### src/hdl/ssc_pkg.sv
// Shared constants and types for the stack sequence checker.
package ssc_pkg;

  localparam int MAX_LENGTH = 1024;
  localparam int VAL_W      = 11;
  localparam int NXT_W      = VAL_W + 1;
  localparam int DEP_W      = $clog2(MAX_LENGTH + 1);

  localparam logic [VAL_W-1:0] LEN_RESET = VAL_W'(1024);

  typedef enum logic {
    ST_IDLE,
    ST_PUSH
  } ssc_state_t;

  typedef struct packed {
    logic push;
    logic pop;
  } ssc_shift_t;

endpackage

### src/hdl/ssc_cell.sv
// One stack cell: load from the upper neighbor on push, from the lower on pop.
module ssc_cell (
  input  logic                    clk,
  input  ssc_pkg::ssc_shift_t     ctl,
  input  logic [ssc_pkg::VAL_W-1:0] prev_val,
  input  logic [ssc_pkg::VAL_W-1:0] next_val,
  output logic [ssc_pkg::VAL_W-1:0] val
);
  import ssc_pkg::*;

  logic [VAL_W-1:0] val_r;
  logic [VAL_W-1:0] val_nxt;

  always_comb begin
    val_nxt = val_r;
    if (ctl.push) begin
      val_nxt = prev_val;
    end else if (ctl.pop) begin
      val_nxt = next_val;
    end
  end

  always_ff @(posedge clk) begin
    val_r <= val_nxt;
  end

  assign val = val_r;
endmodule

### config.mk
export PLATFORM = sky130hd
export DESIGN_NAME = ssc_cell
export DESIGN_NICKNAME = d
export VERILOG_FILES = /design/src/hdl/ssc_pkg.sv /design/src/hdl/ssc_cell.sv
export SDC_FILE = /design/constraint.sdc
export NUM_CORES = 1
export LEC_CHECK = 0
export BUFFER_PORTS_ARGS = -buffer_cell sky130_fd_sc_hd__buf_4
export CAP_MARGIN = 20
export CORE_AREA = 2 2 39 41
export DETAILED_ROUTE_END_ITERATION = 16
export DIE_AREA = 0 0 41 43
export PLACE_DENSITY_LB_ADDON = 0.25
export SYNTH_ARGS = -nofsm -noshare
export SYNTH_HDL_FRONTEND = slang
export SYNTH_SLANG_ARGS = --single-unit
### constraint.sdc
create_clock -name clk -period 1.45 [get_ports clk]
set_input_delay 0.2175 -clock clk [delete_from_list [all_inputs] [get_ports clk]]
set_output_delay 0.2175 -clock clk [all_outputs]
set_load 0.005 [all_outputs]
==> results by group <==
Timing
  • Hold_ws: ~250 ps
  • Setup TNS: 0 ps
  • Slew @ Worst Pin: around 460 ps
  • Endpoints failing setup: 0
  • Fin crit share: a little under 70%
  • Fin. Hold Viols: 0
  • Max-slew headroom: 69.41%
  • Fmax: roughly 1000 MHz
  • Fin crit period: 996.1 ps
  • Setup ws final: ~450 ps
  • Slew Limit Fails: 0
  • RSZ-0062 raised after global routing: no

Setup path
  • Worst setup path class: flip-flop to primary output
  • Crit path buf inv count: 1
  • CP delay by family, top: flip-flops
  • Crit-path slowest cell: edfxtp_1
  • CP Cell Sequence: buf_4
  • Worst setup EP type: primary output
  • Crit path DAT: roughly 800 ps
  • CP Launch Type: flip-flop
  • Max incr delay on CP: ~370 ps
  • Crit Path Max Fanout: 1
  • Worst path required time: around 1200 ps

Logic synthesis
  • Synth warn: 0
  • Synth top area cells: edfxtp_1 (65%), mux2_4 (27%), mux2_2 (4.5%)
  • Flops & latches, synth: 11
  • Synth Area per Inst: approximately 21 sq um
  • Syn Inst Count: 24
  • Area leader, netlist: edfxtp_1
  • Mapped Area: between 500 and 600 sq um
  • Register area share after synthesis: about two thirds
  • Share of the synthesized area in the top cell type: 65.35%
  • Post-Syn Nets: 49
  • Synth cell types: 5

Global route
  • Congestion Overflow GR: 0
  • GRT Total Usage: 12.70%
  • Vias in the first global route: around 350
  • Largest net degree at the start of global routing: 12
  • Global-route wire length before repair: ~1400 um
  • Initial antenna violation count: 0

Detailed routing
  • Initial DRC count: 6
  • DR WL/cell: 11.97 um
  • Final WL: 946 um
  • Vias: 343
  • Drt pass-1 iters: 2
  • Vias/cell: between 4 and 5
  • Final ANT Viol Nets: 0
  • DRC Markers: 0

Worst hold path
  • Worst min path class: input pin to flip-flop

Place
  • Port bufs: 35
  • Placed cells: 75
  • GPL Wtd Cong: just under 0.6
  • Post-Place Setup Slack: roughly 290 ps
  • DP Area: a little under 800 sq um

Job
  • Max cap viols: 0

Floorplanning
  • Die X: approximately 40 um
  • I/O Pins: 36
  • Initial Util: ~37%
  • FP Rows: 14
  • Die H: roughly 43 um
  • Total core area: 0.001384 sq mm
  • Die ar.: ~0.0018 sq mm

Clock tree
  • Post-CTS Setup Repair Bufs: 0
  • Root Driver: clkbuf_4
  • Sink Count: 11
  • CTS tree: yes
  • CTS max path bufs: 2
  • CTS Hold Bufs: 0
  • H-tree levels: 1
  • CTS clk-pin slew, worst paths: about 70 ps
  • Post-CTS sizing: 0
  • Cts bufs inserted: 3

Final layout
  • Final Non-Filler Cells: just under 80
  • Share of cells above drive strength 1: 79.37%
  • Most common cell after layout, fill and taps aside: buf_4
  • Antenna diodes: 0
  • Post-layout instance area: between 800 and 900 sq um
  • Multi-input logic area: between 150 and 200 sq um
  • Area growth from synthesis to layout: 60.40%
  • Register area: 330.3 sq um
  • Layout net count: between 80 and 90
  • Max FFs per register: 11
  • Most frequent cells in the layout: buf_4 (36), edfxtp_1 (11), mux2_4 (9)
  • Layout fillers: between 100 and 150
  • Final core occ: around three fifths

Power
  • Max VDD drop: approximately 0.5 mV
  • Pwr Total: approximately 0.76 mW
  • Leakage: between 0.3 and 0.4 nW
  • PwrDens: around 940 mW/mm^2

Outcome
  • Outcome: complete, no violations
==> per-layer routing <==
metal | track usage, % | share of wire, % | up-vias
met5 | 0 | 0 | -
met4 | 6.000 | 0 | 0
met3 | 3.665 | 9.7 | 0
met2 | 24.38 | 60 | 21
met1 | 10.31 | 30 | 151
li1 | - | - | 171
==> report_power, final <==
part,switching [mW],total [mW],leakage [nW],internal (mW)
Clock,0.0946,0.201,0.0150,0.106
Sequential,0.00958,0.400,0.112,0.390
Combinational,0.0437,0.158,0.257,0.114
Total,0.148,0.759,0.384,0.611
==> final cells by class <==
type                    instances  share of cell area, %
flip-flops and latches         11                  40.74
repair buffers                 36                  33.33
multi-input cells              12                  20.22
clock buffers                   4                  3.241
well taps                      16                  2.469
==> cell usage after synthesis <==
cell type / instances
buf_6: 1
mux2_4: 9
or2_1: 1
edfxtp_1: 11
mux2_2: 2
==> path summary, 6_finish.rpt <==
kind                             start                to  slack [ps]  depth (start not counted)
worst min-delay path       next_val[4]  val[4]$_DFFE_PP_         250                          2
worst max-delay path  val[7]$_DFFE_PP_            val[7]         450                          1
==> cell families (layout without fill, tap and decap cells) <==
kind of cell | after synthesis | in the layout | share of synthesized area [%]
buffers and inverters | 1 | 40 | 2.228
multiplexers | 11 | 11 | 31.19
flip-flops | 11 | 11 | 65.35
AND/OR/NAND/NOR | 1 | 1 | 1.238
No activity file was read; power rests on OpenSTA's default activity.
